[src/hdl/iva_pkg.sv]
// iva_pkg: shared constants for the interrupt vector allocator
// field widths, operation codes and status codes
// no dependencies
`timescale 1ns / 1ps

package iva_pkg;

  localparam int OP_W     = 2;
  localparam int VEC_W    = 8;
  localparam int CPU_W    = 3;
  localparam int STAT_W   = 2;
  localparam int WORD_W   = 64;
  localparam int BIT_W    = 6;
  localparam int CNT_W    = 16;
  localparam int MAX_CPUS = 8;

  localparam logic [OP_W-1:0] OP_REQUEST     = 2'd0;
  localparam logic [OP_W-1:0] OP_INSTALL_ALL = 2'd1;
  localparam logic [OP_W-1:0] OP_INSTALL_ONE = 2'd2;

  localparam logic [STAT_W-1:0] ST_DONE    = 2'd0;
  localparam logic [STAT_W-1:0] ST_NO_FREE = 2'd1;
  localparam logic [STAT_W-1:0] ST_NO_CPU  = 2'd2;

  localparam logic [VEC_W-1:0]  FAIL_VECTOR = 8'hFF;
  localparam logic [CNT_W-1:0]  COUNT_MAX   = 16'hFFFF;
  localparam logic [WORD_W-1:0] ALL_ONES    = 64'hFFFF_FFFF_FFFF_FFFF;

endpackage

[src/hdl/iva_req_if.sv]
// iva_req_if: request channel (valid/ready plus request fields)
// depends on iva_pkg
`timescale 1ns / 1ps

interface iva_req_if import iva_pkg::*; ();
  logic             valid;
  logic             ready;
  logic [OP_W-1:0]  opcode;
  logic [VEC_W-1:0] vector;
  logic [CPU_W-1:0] cpu_sel;

  modport source (output valid, opcode, vector, cpu_sel, input ready);
  modport sink (input valid, opcode, vector, cpu_sel, output ready);
endinterface

[src/hdl/iva_rsp_if.sv]
// iva_rsp_if: result channel (valid/ready plus result fields)
// depends on iva_pkg
`timescale 1ns / 1ps

interface iva_rsp_if import iva_pkg::*; ();
  logic              valid;
  logic              ready;
  logic [VEC_W-1:0]  granted_vector;
  logic [CPU_W-1:0]  chosen_cpu;
  logic [STAT_W-1:0] status;

  modport source (output valid, granted_vector, chosen_cpu, status, input ready);
  modport sink (input valid, granted_vector, chosen_cpu, status, output ready);
endinterface

[src/hdl/iva_map_mem.sv]
// iva_map_mem: used-vector map memory, four 64-bit words per processor
// one write port, one registered read port; unwritten words read as reset map
// depends on iva_pkg
`timescale 1ns / 1ps

module iva_map_mem import iva_pkg::*; #(
  parameter int CPU_AW           = 3,
  parameter int RESERVED_VECTORS = 128
) (
  input  logic                clk,
  input  logic                rst,
  input  logic [CPU_AW+1:0]   rd_addr,
  output logic [WORD_W-1:0]   rd_data,
  input  logic                wr_en,
  input  logic [CPU_AW+1:0]   wr_addr,
  input  logic [WORD_W-1:0]   wr_data
);

  localparam int AW    = CPU_AW + 2;
  localparam int DEPTH = 2 ** AW;

  logic [WORD_W-1:0] mem [DEPTH];
  logic [DEPTH-1:0]  vld;
  logic [WORD_W-1:0] data_q;
  logic              vld_q;
  logic [1:0]        word_q;
  logic [WORD_W-1:0] reset_word;

  always_ff @(posedge clk) begin
    if (wr_en) begin
      mem[wr_addr] <= wr_data;
    end
    data_q <= mem[rd_addr];
    word_q <= rd_addr[1:0];
  end

  always_ff @(posedge clk) begin
    if (rst) begin
      vld   <= '0;
      vld_q <= 1'b0;
    end else begin
      vld_q <= vld[rd_addr];
      if (wr_en) begin
        vld[wr_addr] <= 1'b1;
      end
    end
  end

  // reserved vectors read as used until the word is first written
  always_comb begin
    for (int b = 0; b < WORD_W; b++) begin
      reset_word[b] = ((int'(word_q) * WORD_W + b) < RESERVED_VECTORS);
    end
  end

  assign rd_data = vld_q ? data_q : reset_word;

endmodule

[src/hdl/iva_cnt_mem.sv]
// iva_cnt_mem: per-processor registration count memory
// one write port, one registered read port; unwritten entries read as zero
// depends on iva_pkg
`timescale 1ns / 1ps

module iva_cnt_mem import iva_pkg::*; #(
  parameter int CPU_AW = 3
) (
  input  logic              clk,
  input  logic              rst,
  input  logic [CPU_AW-1:0] rd_addr,
  output logic [CNT_W-1:0]  rd_data,
  input  logic              wr_en,
  input  logic [CPU_AW-1:0] wr_addr,
  input  logic [CNT_W-1:0]  wr_data
);

  localparam int DEPTH = 2 ** CPU_AW;

  logic [CNT_W-1:0] mem [DEPTH];
  logic [DEPTH-1:0] vld;
  logic [CNT_W-1:0] data_q;
  logic             vld_q;

  always_ff @(posedge clk) begin
    if (wr_en) begin
      mem[wr_addr] <= wr_data;
    end
    data_q <= mem[rd_addr];
  end

  always_ff @(posedge clk) begin
    if (rst) begin
      vld   <= '0;
      vld_q <= 1'b0;
    end else begin
      vld_q <= vld[rd_addr];
      if (wr_en) begin
        vld[wr_addr] <= 1'b1;
      end
    end
  end

  assign rd_data = vld_q ? data_q : '0;

endmodule

[src/hdl/irq_vector_allocator_top.sv]
// irq_vector_allocator_top: per-processor interrupt vector allocator
// sequencer around the map memory and the count memory
// depends on iva_pkg, iva_req_if, iva_rsp_if, iva_map_mem, iva_cnt_mem
//
// usage:
//   req carries one operation per beat (request, install on all present
//   processors, install on one processor); rsp returns exactly one result
//   beat per request beat, in order. cfg_we/cfg_wdata write the processor
//   present mask; write it only while no operation is in flight.
//   with N = min(NUM_CPUS, 8) processors held in memory, a beat runs:
//     request: count scan over the N processors, one processor a cycle,
//       then a read and a check state per map word, up to four words
//     install on all (every processor index) or install on one:
//       a read and a write-back state per processor
//   the rate is set by the single read port of each memory.
//   reset clears the present mask to processor 0 only, all counts to zero
//   and the maps to the reserved vectors, with no clearing pass.
//   a finished result sits in the output register while the next beat is
//   taken; the sequencer holds a second result until the register drains.
`timescale 1ns / 1ps

module irq_vector_allocator_top import iva_pkg::*; #(
  parameter int NUM_CPUS         = 8,
  parameter int RESERVED_VECTORS = 128
) (
  input  logic             clk,
  input  logic             rst,
  iva_req_if.sink          req,
  iva_rsp_if.source        rsp,
  input  logic             cfg_we,
  input  logic [VEC_W-1:0] cfg_wdata
);

  localparam int NC = (NUM_CPUS < MAX_CPUS) ? NUM_CPUS : MAX_CPUS;
  localparam int CW = (NC > 1) ? $clog2(NC) : 1;
  localparam logic [CW-1:0] LAST_CPU = CW'(NC - 1);
  localparam logic [CPU_W:0] NC_LIM = (CPU_W + 1)'(NC);

  typedef enum logic [2:0] {
    S_IDLE, S_SCAN, S_SCAN_END, S_MAP_RD, S_MAP_CHK, S_INS_RD, S_INS_WR, S_FIN
  } state_t;

  state_t            state;
  logic [VEC_W-1:0]  cfg_mask;
  logic [NC-1:0]     pmask;
  logic [VEC_W-1:0]  vec;
  logic [CW-1:0]     cpu_idx;
  logic [CW-1:0]     last_idx;
  logic              found;
  logic [CW-1:0]     best;
  logic [CNT_W-1:0]  best_cnt;
  logic              cmp_vld;
  logic [CW-1:0]     cmp_idx;
  logic [1:0]        word_idx;
  logic [VEC_W-1:0]  res_vec;
  logic [CPU_W-1:0]  res_cpu;
  logic [STAT_W-1:0] res_status;

  logic [CW+1:0]     map_rd_addr;
  logic [WORD_W-1:0] map_rd_data;
  logic              map_wr_en;
  logic [CW+1:0]     map_wr_addr;
  logic [WORD_W-1:0] map_wr_data;
  logic [CNT_W-1:0]  cnt_rd_data;
  logic              cnt_wr_en;
  logic [CNT_W-1:0]  cnt_wr_data;

  logic              cmp_take;
  logic              found_next;
  logic [CW-1:0]     best_next;
  logic              word_full;
  logic [WORD_W-1:0] low_zero;
  logic [BIT_W-1:0]  low_bit;
  logic              cpu_present;
  logic              tgt_present;

  assign pmask       = cfg_mask[NC-1:0];
  assign cpu_present = pmask[cpu_idx];
  assign tgt_present = ({1'b0, req.cpu_sel} < NC_LIM) && cfg_mask[req.cpu_sel];

  // count scan compare, data belongs to the processor read last cycle
  assign cmp_take   = cmp_vld && pmask[cmp_idx] && (!found || (cnt_rd_data < best_cnt));
  assign found_next = found || cmp_take;
  assign best_next  = cmp_take ? cmp_idx : best;

  // lowest clear bit of the map word
  assign word_full = (map_rd_data == ALL_ONES);
  assign low_zero  = ~map_rd_data & (map_rd_data + WORD_W'(1));

  always_comb begin
    low_bit = '0;
    for (int k = 0; k < BIT_W; k++) begin
      for (int j = 0; j < WORD_W; j++) begin
        if (((j >> k) & 1) == 1) begin
          low_bit[k] = low_bit[k] | low_zero[j];
        end
      end
    end
  end

  always_comb begin
    if (state == S_MAP_RD) begin
      map_rd_addr = {best, word_idx};
    end else begin
      map_rd_addr = {cpu_idx, vec[7:6]};
    end
  end

  always_comb begin
    if (state == S_MAP_CHK) begin
      map_wr_en   = !word_full;
      map_wr_addr = {best, word_idx};
      map_wr_data = map_rd_data | low_zero;
    end else begin
      map_wr_en   = (state == S_INS_WR) && cpu_present;
      map_wr_addr = {cpu_idx, vec[7:6]};
      map_wr_data = map_rd_data | (WORD_W'(1) << vec[5:0]);
    end
  end

  assign cnt_wr_en   = (state == S_INS_WR) && cpu_present;
  assign cnt_wr_data = (cnt_rd_data == COUNT_MAX) ? COUNT_MAX : cnt_rd_data + CNT_W'(1);

  assign req.ready = (state == S_IDLE);

  iva_map_mem #(
    .CPU_AW           (CW),
    .RESERVED_VECTORS (RESERVED_VECTORS)
  ) u_map_mem (
    .clk     (clk),
    .rst     (rst),
    .rd_addr (map_rd_addr),
    .rd_data (map_rd_data),
    .wr_en   (map_wr_en),
    .wr_addr (map_wr_addr),
    .wr_data (map_wr_data)
  );

  iva_cnt_mem #(
    .CPU_AW (CW)
  ) u_cnt_mem (
    .clk     (clk),
    .rst     (rst),
    .rd_addr (cpu_idx),
    .rd_data (cnt_rd_data),
    .wr_en   (cnt_wr_en),
    .wr_addr (cpu_idx),
    .wr_data (cnt_wr_data)
  );

  always_ff @(posedge clk) begin
    if (rst) begin
      cfg_mask  <= VEC_W'(1);
      state     <= S_IDLE;
      rsp.valid <= 1'b0;
      found     <= 1'b0;
      cmp_vld   <= 1'b0;
    end else begin
      if (cfg_we) begin
        cfg_mask <= cfg_wdata;
      end
      if (rsp.valid && rsp.ready && (state != S_FIN)) begin
        rsp.valid <= 1'b0;
      end
      unique case (state)
        S_IDLE: begin
          if (req.valid) begin
            vec        <= req.vector;
            res_vec    <= req.vector;
            res_cpu    <= '0;
            res_status <= ST_DONE;
            unique case (req.opcode)
              OP_REQUEST: begin
                cpu_idx <= '0;
                found   <= 1'b0;
                cmp_vld <= 1'b0;
                state   <= S_SCAN;
              end
              OP_INSTALL_ALL: begin
                cpu_idx  <= '0;
                last_idx <= LAST_CPU;
                if (|pmask) begin
                  state <= S_INS_RD;
                end else begin
                  res_status <= ST_NO_CPU;
                  state      <= S_FIN;
                end
              end
              OP_INSTALL_ONE: begin
                cpu_idx  <= req.cpu_sel[CW-1:0];
                last_idx <= req.cpu_sel[CW-1:0];
                if (tgt_present) begin
                  state <= S_INS_RD;
                end else begin
                  res_status <= ST_NO_CPU;
                  state      <= S_FIN;
                end
              end
              default: begin
                state <= S_FIN;
              end
            endcase
          end
        end
        S_SCAN: begin
          cmp_vld <= 1'b1;
          cmp_idx <= cpu_idx;
          found   <= found_next;
          best    <= best_next;
          if (cmp_take) begin
            best_cnt <= cnt_rd_data;
          end
          if (cpu_idx == LAST_CPU) begin
            state <= S_SCAN_END;
          end else begin
            cpu_idx <= cpu_idx + CW'(1);
          end
        end
        S_SCAN_END: begin
          cmp_vld  <= 1'b0;
          found    <= found_next;
          best     <= best_next;
          word_idx <= '0;
          if (found_next) begin
            state <= S_MAP_RD;
          end else begin
            res_vec    <= FAIL_VECTOR;
            res_status <= ST_NO_CPU;
            state      <= S_FIN;
          end
        end
        S_MAP_RD: begin
          state <= S_MAP_CHK;
        end
        S_MAP_CHK: begin
          if (!word_full) begin
            res_vec    <= {word_idx, low_bit};
            res_cpu    <= CPU_W'(best);
            res_status <= ST_DONE;
            state      <= S_FIN;
          end else if (word_idx == 2'd3) begin
            res_vec    <= FAIL_VECTOR;
            res_status <= ST_NO_FREE;
            state      <= S_FIN;
          end else begin
            word_idx <= word_idx + 2'd1;
            state    <= S_MAP_RD;
          end
        end
        S_INS_RD: begin
          state <= S_INS_WR;
        end
        S_INS_WR: begin
          if (cpu_idx == last_idx) begin
            state <= S_FIN;
          end else begin
            cpu_idx <= cpu_idx + CW'(1);
            state   <= S_INS_RD;
          end
        end
        S_FIN: begin
          if (!rsp.valid || rsp.ready) begin
            rsp.valid          <= 1'b1;
            rsp.granted_vector <= res_vec;
            rsp.chosen_cpu     <= res_cpu;
            rsp.status         <= res_status;
            state              <= S_IDLE;
          end
        end
        default: begin
          state <= S_IDLE;
        end
      endcase
    end
  end

endmodule

[src/flat_wrapper.sv]
// flat-port wrapper written by rule: the top's interface ports become plain ports
module irq_vector_allocator_top_flat import iva_pkg::*;
#(
  parameter int NUM_CPUS         = 8,
  parameter int RESERVED_VECTORS = 128
)
  (clk, rst, cfg_we, cfg_wdata, req_valid, req_opcode, req_vector, req_cpu_sel, req_ready, rsp_valid, rsp_granted_vector, rsp_chosen_cpu, rsp_status, rsp_ready);
  iva_req_if req_i ();
  iva_rsp_if rsp_i ();
  input  logic clk;
  input  logic rst;
  input  logic cfg_we;
  input  logic [VEC_W-1:0] cfg_wdata;
  input wire logic [$bits(req_i.valid)-1:0] req_valid;
  input wire logic [$bits(req_i.opcode)-1:0] req_opcode;
  input wire logic [$bits(req_i.vector)-1:0] req_vector;
  input wire logic [$bits(req_i.cpu_sel)-1:0] req_cpu_sel;
  output wire logic [$bits(req_i.ready)-1:0] req_ready;
  output wire logic [$bits(rsp_i.valid)-1:0] rsp_valid;
  output wire logic [$bits(rsp_i.granted_vector)-1:0] rsp_granted_vector;
  output wire logic [$bits(rsp_i.chosen_cpu)-1:0] rsp_chosen_cpu;
  output wire logic [$bits(rsp_i.status)-1:0] rsp_status;
  input wire logic [$bits(rsp_i.ready)-1:0] rsp_ready;
  assign req_i.valid = req_valid;
  assign req_i.opcode = req_opcode;
  assign req_i.vector = req_vector;
  assign req_i.cpu_sel = req_cpu_sel;
  assign req_ready = req_i.ready;
  assign rsp_valid = rsp_i.valid;
  assign rsp_granted_vector = rsp_i.granted_vector;
  assign rsp_chosen_cpu = rsp_i.chosen_cpu;
  assign rsp_status = rsp_i.status;
  assign rsp_i.ready = rsp_ready;
  irq_vector_allocator_top #(.NUM_CPUS(NUM_CPUS), .RESERVED_VECTORS(RESERVED_VECTORS)) u_core (.clk(clk), .rst(rst), .req(req_i), .rsp(rsp_i), .cfg_we(cfg_we), .cfg_wdata(cfg_wdata));
endmodule
[config.mk]
export PLATFORM = sky130hd
export DESIGN_NAME = irq_vector_allocator_top_flat
export DESIGN_NICKNAME = d
export VERILOG_FILES = /design/src/hdl/iva_pkg.sv /design/src/hdl/iva_req_if.sv /design/src/hdl/iva_rsp_if.sv /design/src/hdl/iva_map_mem.sv /design/src/hdl/iva_cnt_mem.sv /design/src/hdl/irq_vector_allocator_top.sv /design/src/flat_wrapper.sv
export SDC_FILE = /design/constraint.sdc
export NUM_CORES = 2
export LEC_CHECK = 0
export BUFFER_PORTS_ARGS = -buffer_cell sky130_fd_sc_hd__buf_2
export CAP_MARGIN = 15
export CORE_MARGIN = 1.5
export CORE_UTILIZATION = 50
export CTS_BUF_LIST = sky130_fd_sc_hd__clkbuf_16
export DETAILED_ROUTE_END_ITERATION = 16
export PLACE_DENSITY = 0.74
export SKIP_LAST_GASP = 1
export SYNTH_ARGS = -nofsm -noshare
export SYNTH_HDL_FRONTEND = slang
export SYNTH_SLANG_ARGS = --single-unit
[constraint.sdc]
create_clock -name clk -period 6.75 [get_ports clk]
set_clock_uncertainty 0.1 [all_clocks]
set_input_delay 1.35 -clock clk [delete_from_list [all_inputs] [get_ports clk]]
set_output_delay 1.35 -clock clk [all_outputs]
set_load 0.02 [all_outputs]
# Word-level counts from Yosys, hierarchy flattened
# Memories as Yosys holds them, arrays and structs flattened. A register that Yosys moved wholly into a read port is not among the register bits.
# Index checks and enable logic that the tools add are counted.
[totals]
reg_bits = 122
mem_bits_rw = 2176
elab_cells = 491
n_memories = 2
[classes]
n_addsub = 67
n_lt_le_gt_ge = 72
eq_ne = 27
shifts = 1
muxes = 68
n_bitwise = 193
n_reduce_logical = 38
[memory_table]
columns = ["name", "depth", "width", "read_ports", "rd_clocked_by_memory_dff", "wr", "line_no", "rtl"]
rows = [
  ["u_core.u_map_mem.mem", 32, 64, 1, 1, 1, "iva_map_mem.sv:22", "logic [WORD_W-1:0] mem [DEPTH];"],
  ["u_core.u_cnt_mem.mem", 8, 16, 1, 1, 1, "iva_cnt_mem.sv:20", "logic [CNT_W-1:0] mem [DEPTH];"],
]
[ops]
columns = ["cell", "n"]
rows = [
  ["less-than comparator 9 x 8 -> 1 bit, second input constant", 63],
  ["adder 8 x 6 -> 9 bit, second input constant", 32],
  ["OR 1 bit", 186],
  ["adder 8 x 5 -> 9 bit, second input constant", 16],
  ["two-way mux 64 bit", 2],
  ["OR 64 bit", 2],
  ["adder 8 x 4 -> 9 bit, second input constant", 8],
  ["adder 64 x 1 -> 64 bit, second input constant", 1],
  ["AND 64 bit", 1],
  ["== test 64 bit, second input constant", 1],
  ["inverter 64 bit", 1],
  ["<< shifter 1 x 6 -> 64 bit, first input constant", 1],
  ["adder 8 x 3 -> 9 bit, second input constant", 4],
  ["two-way mux 3 bit", 11],
  ["two-way mux 16 bit", 2],
  ["two-way mux 8 bit", 4],
  ["OR 32 bit", 1],
  ["one-hot mux 3 bit (8 select lines)", 1],
  ["one-hot mux 8 bit (3 select lines)", 1],
  ["two-way mux 2 bit", 11],
  ["AND reduction 3 bit", 7],
  ["adder 8 x 2 -> 9 bit, second input constant", 2],
  ["one-hot mux 3 bit (2 select lines)", 3],
  ["one-hot mux 3 bit (3 select lines)", 2],
  ["other kinds (46)", 103],
]

# Longest topological paths before layout
[depth]
ltp_word = 38
mapped_depth = 12

# Hierarchy
# From an unflattened synthesis, not the netlist that was laid out.
[unflattened]
cells_unflattened = 5124
area_unflattened_um2 = 93858.8
[by_module_without_submodules]
columns = ["module", "n_inst", "cells_each", "area_per_inst_um2"]
rows = [
  ["iva_map_mem", 1, 3983, 81121.6],
  ["irq_vector_allocator_top", 1, 881, 6981.7],
  ["iva_cnt_mem", 1, 260, 5755.5],
]

# Least setup slack after synthesis
# OpenSTA, ideal clock, no wires.
[synth_timing]
path_kind = "reg2reg"
startpoint = "register u_core.cpu_idx[2]"
endpoint = "memory u_core.u_map_mem.mem[23][0] (enable)"
setup_time_ns = 0.507
arrival_time_ns = 5.212
required_ns = 6.143
slack_ns = 0.931
stages_incl_launch_ff = 9
n_path_buf = 1
cell_sequence = "edfxtp_1 -> buf_2 -> or3b_2 -> a31oi_1 -> o31ai_1 -> or2_2 -> o31a_2 -> or2_2 -> a21oi_1"
[synth_between]
elab_chain_len = 6
[synth_rtl]
columns = ["element", "line_no", "rtl"]
rows = [
  ["start: declaration", "irq_vector_allocator_top.sv:47", "logic [CW-1:0] cpu_idx;"],
  ["start signal: assignment", "irq_vector_allocator_top.sv:190", "cpu_idx <= req.cpu_sel[CW-1:0];"],
  ["start signal: assignment", "irq_vector_allocator_top.sv:216", "cpu_idx <= cpu_idx + CW'(1);"],
  ["start signal: assignment", "irq_vector_allocator_top.sv:257", "cpu_idx <= cpu_idx + CW'(1);"],
  ["binary-select mux 1 bit (select 3 bit)", "irq_vector_allocator_top.sv:78", "assign cpu_present = pmask[cpu_idx];"],
  ["two-way mux 1 bit (not written as such)", "irq_vector_allocator_top.sv:78", ""],
  ["logical AND 1 bit", "irq_vector_allocator_top.sv:115", "map_wr_en = (state == S_INS_WR) && cpu_present;"],
  ["two-way mux 1 bit", "irq_vector_allocator_top.sv:110", "if (state == S_MAP_CHK) begin"],
  ["two-way mux 1 bit", "iva_map_mem.sv:30", "if (wr_en) begin"],
  ["two-way mux 1 bit (not written as such)", "iva_map_mem.sv:31", "mem[wr_addr] <= wr_data;"],
  ["end: declaration", "iva_map_mem.sv:22", ""],
]
# Parallel ways exist; a longest one is shown, timed or not. The select of a mux whose other input is x is not followed.

# Worst setup path in the final report
[layout_timing]
startpoint = "register u_core.state[0]"
endpoint = "register u_core.u_map_mem.data_q[5], read port of u_core.u_map_mem.mem"
[layout_between]
elab_chain_len = 2
[layout_rtl]
columns = ["element", "line_no", "rtl"]
rows = [
  ["start: declaration", "irq_vector_allocator_top.sv:43", "state_t state;"],
  ["start signal: assignment", "irq_vector_allocator_top.sv:154", "state <= S_IDLE;"],
  ["start signal: assignment", "irq_vector_allocator_top.sv:177", "state <= S_SCAN;"],
  ["start signal: assignment", "irq_vector_allocator_top.sv:183", "state <= S_INS_RD;"],
  ["== test 3 x 2 -> 1 bit", "irq_vector_allocator_top.sv:102", "if (state == S_MAP_RD) begin"],
  ["two-way mux 5 bit", "irq_vector_allocator_top.sv:102", ""],
  ["end: declaration", "iva_map_mem.sv:24", "logic [WORD_W-1:0] data_q;"],
]
# Every way passes these cells.
# A chain may end at the register's enable or synchronous reset.

==> impl_metrics.csv <==
group,metric,value,unit
clocking,cts_buffers,224,
die,initial_utilization,50.45,%
clocking,clock-sinks,2377,
synthesis,ys_seq_area_share,71.91,%
synthesis,synth_edf_count,2240,
layout,multi_input_area,0.02570,mm2
grt,grt_pass1_vias,56740,
power,p_per_area,351.3,mW/mm2
layout,syn_to_final_growth,11.55,%
critical_path,r2r_start,"u_core.state[0]",
critical_path,worstPathRequired,7320,ps
run_status,status,"finished clean",
detailed_routing,drt_iter0_drc,7653,
layout,mostFrequentLayoutCells,"edfxtp_1, nand2_1, mux2i_1",
place,io_buffers,40,
synthesis,yosys.area.top_type,"edfxtp_1",
detailed_routing,antenna_left,0,
sta,hold_violations,0,
power,ir_worst_vdd,0.2681,mV
detailed_routing,vias,58580,
synthesis,synth_area_leaders,"edfxtp_1, mux2i_1, nand2_1",
grt,grt.total_usage,26.87,%
synthesis,synth_nets,6494,
die,rows,161,
detailed_routing,first_pass_iters,6,
sta,fin_tns_setup,0,ps
synthesis,ys_dominant_reg_cell,"edfxtp_1",
synthesis,synthCells,6445,
job,cap_viol_max_count,0,
critical_path,crit_fanout,178,
synthesis,syn_area,0.09735,mm2
grt,antenna_found_initial,4,
layout,layout.area.seq,0.07001,mm2
sta,slew_viol_final,0,
place,place_hpwl,145900,um
detailed_routing,wl_per_cell,29.25,um
power,total_leakage_power,37.48,nW
sta,post-route-period-util,86.97,%
die,core_region_area,0.1930,mm2
sta,hold-worst-slack,323.3,ps
grt,grt-ovfl-total,0,
clocking,cts_tree,"yes",
clocking,htree_levels,4,
clocking,post_cts_buffers,0,
critical_path,path_class,"reg2reg",
sta,worst_pin_slew,1462,ps
critical_path,cp-start-kind,"flop",
clocking,hold_buffers,0,
detailed_routing,drc,0,
grt,grt_pass1_wl,388600,um
synthesis,yosysWarnings,0,
synthesis,avgSynthCellArea,15.10,um2
sta,setup_viol,0,
sta,min_period,5871,ps
hold_path,min_from,"u_core.res_status[0]",
layout,fin_util,56.27,%
sta,slew-limit-headroom,2.538,%
detailed_routing,vias_per_cell,6.351,
clocking,root_buffer,"clkbuf_16",
die,chipHeight,444.3,um
die,die_area,0.1974,mm2
sta,max_freq,170.3,MHz
power,power,0.03815,W
synthesis,yosysTopAreaCellShare,69.09,%
synthesis,async_flop_share,0,%
hold_path,min_path_type,"reg2reg",
die,ioPinCount,41,
die,chipWidth,444.3,um
synthesis,ys_seq_elements,2377,
clocking,cts_resized,0,
critical_path,end_kind,"flop",
layout,layout.nets,6546,
layout,final_layout_size_suffix_gt1_share,12.76,%
detailed_routing,wl,269800,um
clocking,insertion_delay,890,ps
layout,nFillCells,14560,
place,gp_congestion,1.024,
grt,grt_max_degree,179,
layout,final_common_cell,"edfxtp_1",
synthesis,ys_types,101,
critical_path,worstSetupStartpoint,"u_core.state[0]",
sta,rsz0062_at_grt,"false",
clocking,cts_buffer_depth,3,
critical_path,cp.arrival,6440,ps
clocking,clkSlewWorstSetupHoldPaths,60,ps
cells by family after synthesis:
family / after synthesis / share of synthesized area, %
DFF: 2377 / 71.91
and+or+nand+nor: 2022 / 9.435
AOI/OAI and AO/OA: 780 / 6.203
muxes: 762 / 9.636
buffers and inverters: 467 / 2.393
adders and majority gates: 23 / 0.2956
xor gates and xnor gates: 14 / 0.1259
report_power, final:
part           internal, W  switching, W  leakage (nW)
Sequential          0.0179      0.000636          21.2
Combinational      0.00210       0.00493          12.5
Clock              0.00712       0.00551          3.78
worst paths after layout:
| check | to | slack, ps | depth (start not counted) |
|---|---|---|---|
| worst min-delay path | u_core.rsp.status[0] | 320 | 0 |
| worst max register to register | u_core.u_map_mem.data_q[5] | 880 | 9 |
| worst max-delay path | u_core.u_map_mem.data_q[5] | 880 | 9 |
| worst min register to register | u_core.rsp.status[0] | 320 | 0 |
registers in the layout, summed over array words and instances, names as in the netlist, 16 cells and up:
signal                   flops
u_core.u_map_mem.data_q     64
u_core.u_cnt_mem.data_q     16
u_core.u_cnt_mem.mem       128
u_core.best_cnt             16
u_core.u_map_mem.mem      2048
u_core.u_map_mem.vld        32
metrics by stage:
step / cells / instance area, um2 / setup slack [ps]
2_1_floorplan: 6445 / 97350 / 931.0
3_3_place_gp: 8784 / 101000 / 1273
3_5_place_dp: 8785 / 101000 / 1266
4_1_cts: 9209 / 108400 / 1176
5_1_grt: 9221 / 108600 / 850.5
6_report: 9224 / 108600 / 879.5
routing by layer:
metal | vias up | GRT usage, % | routed length, um
met2 | 3177 | 42.84 | 127700
met3 | 570 | 4.723 | 24930
li1 | 25000 | - | -
met1 | 29830 | 36.86 | 106200
met5 | - | 0 | 27
met4 | 4 | 10.75 | 10940
layout make-up:
class / count / area share [%]
diodes: 3 / 0.006913
multi-input cells: 3601 / 23.67
clock buffers: 227 / 5.231
repair buffers: 236 / 1.888
well taps: 2526 / 2.910
flip-flops and latches: 2377 / 64.47
inverters: 57 / 0.2039
clock inverters: 197 / 1.618
synth_stat cells (14+ instances only):
cell type / count
edfxtp_1: 2240
nand2_1: 1304
mux2i_1: 612
and3_1: 268
a311oi_1: 264
clkbuf_1: 188
o31ai_1: 140
buf_2: 139
mux4_2: 139
dfxtp_1: 137
nor2_1: 127
a21oi_1: 78
nand3_1: 69
inv_1: 56
o21ai_0: 52
buf_6: 48
nor3_1: 40
nand4_1: 29
o211ai_1: 28
buf_1: 27
o22ai_1: 27
nand2b_1: 26
and2_1: 23
ha_1: 23
o221ai_1: 23
nor2b_1: 20
a22oi_1: 19
nor4_1: 16
a31oi_1: 15
a211oi_1: 14
critical path, stage by stage, from the launching register on:
cell and delay (ps):
dfxtp_1 940, nand3b_1 790, mux2i_4 620, buf_12 270
buf_12 480, nand2_1 210, and3_1 260, a311oi_1 390
o31ai_1 140, mux2i_1 830
Note: power is estimated with default switching activity, not from simulation.
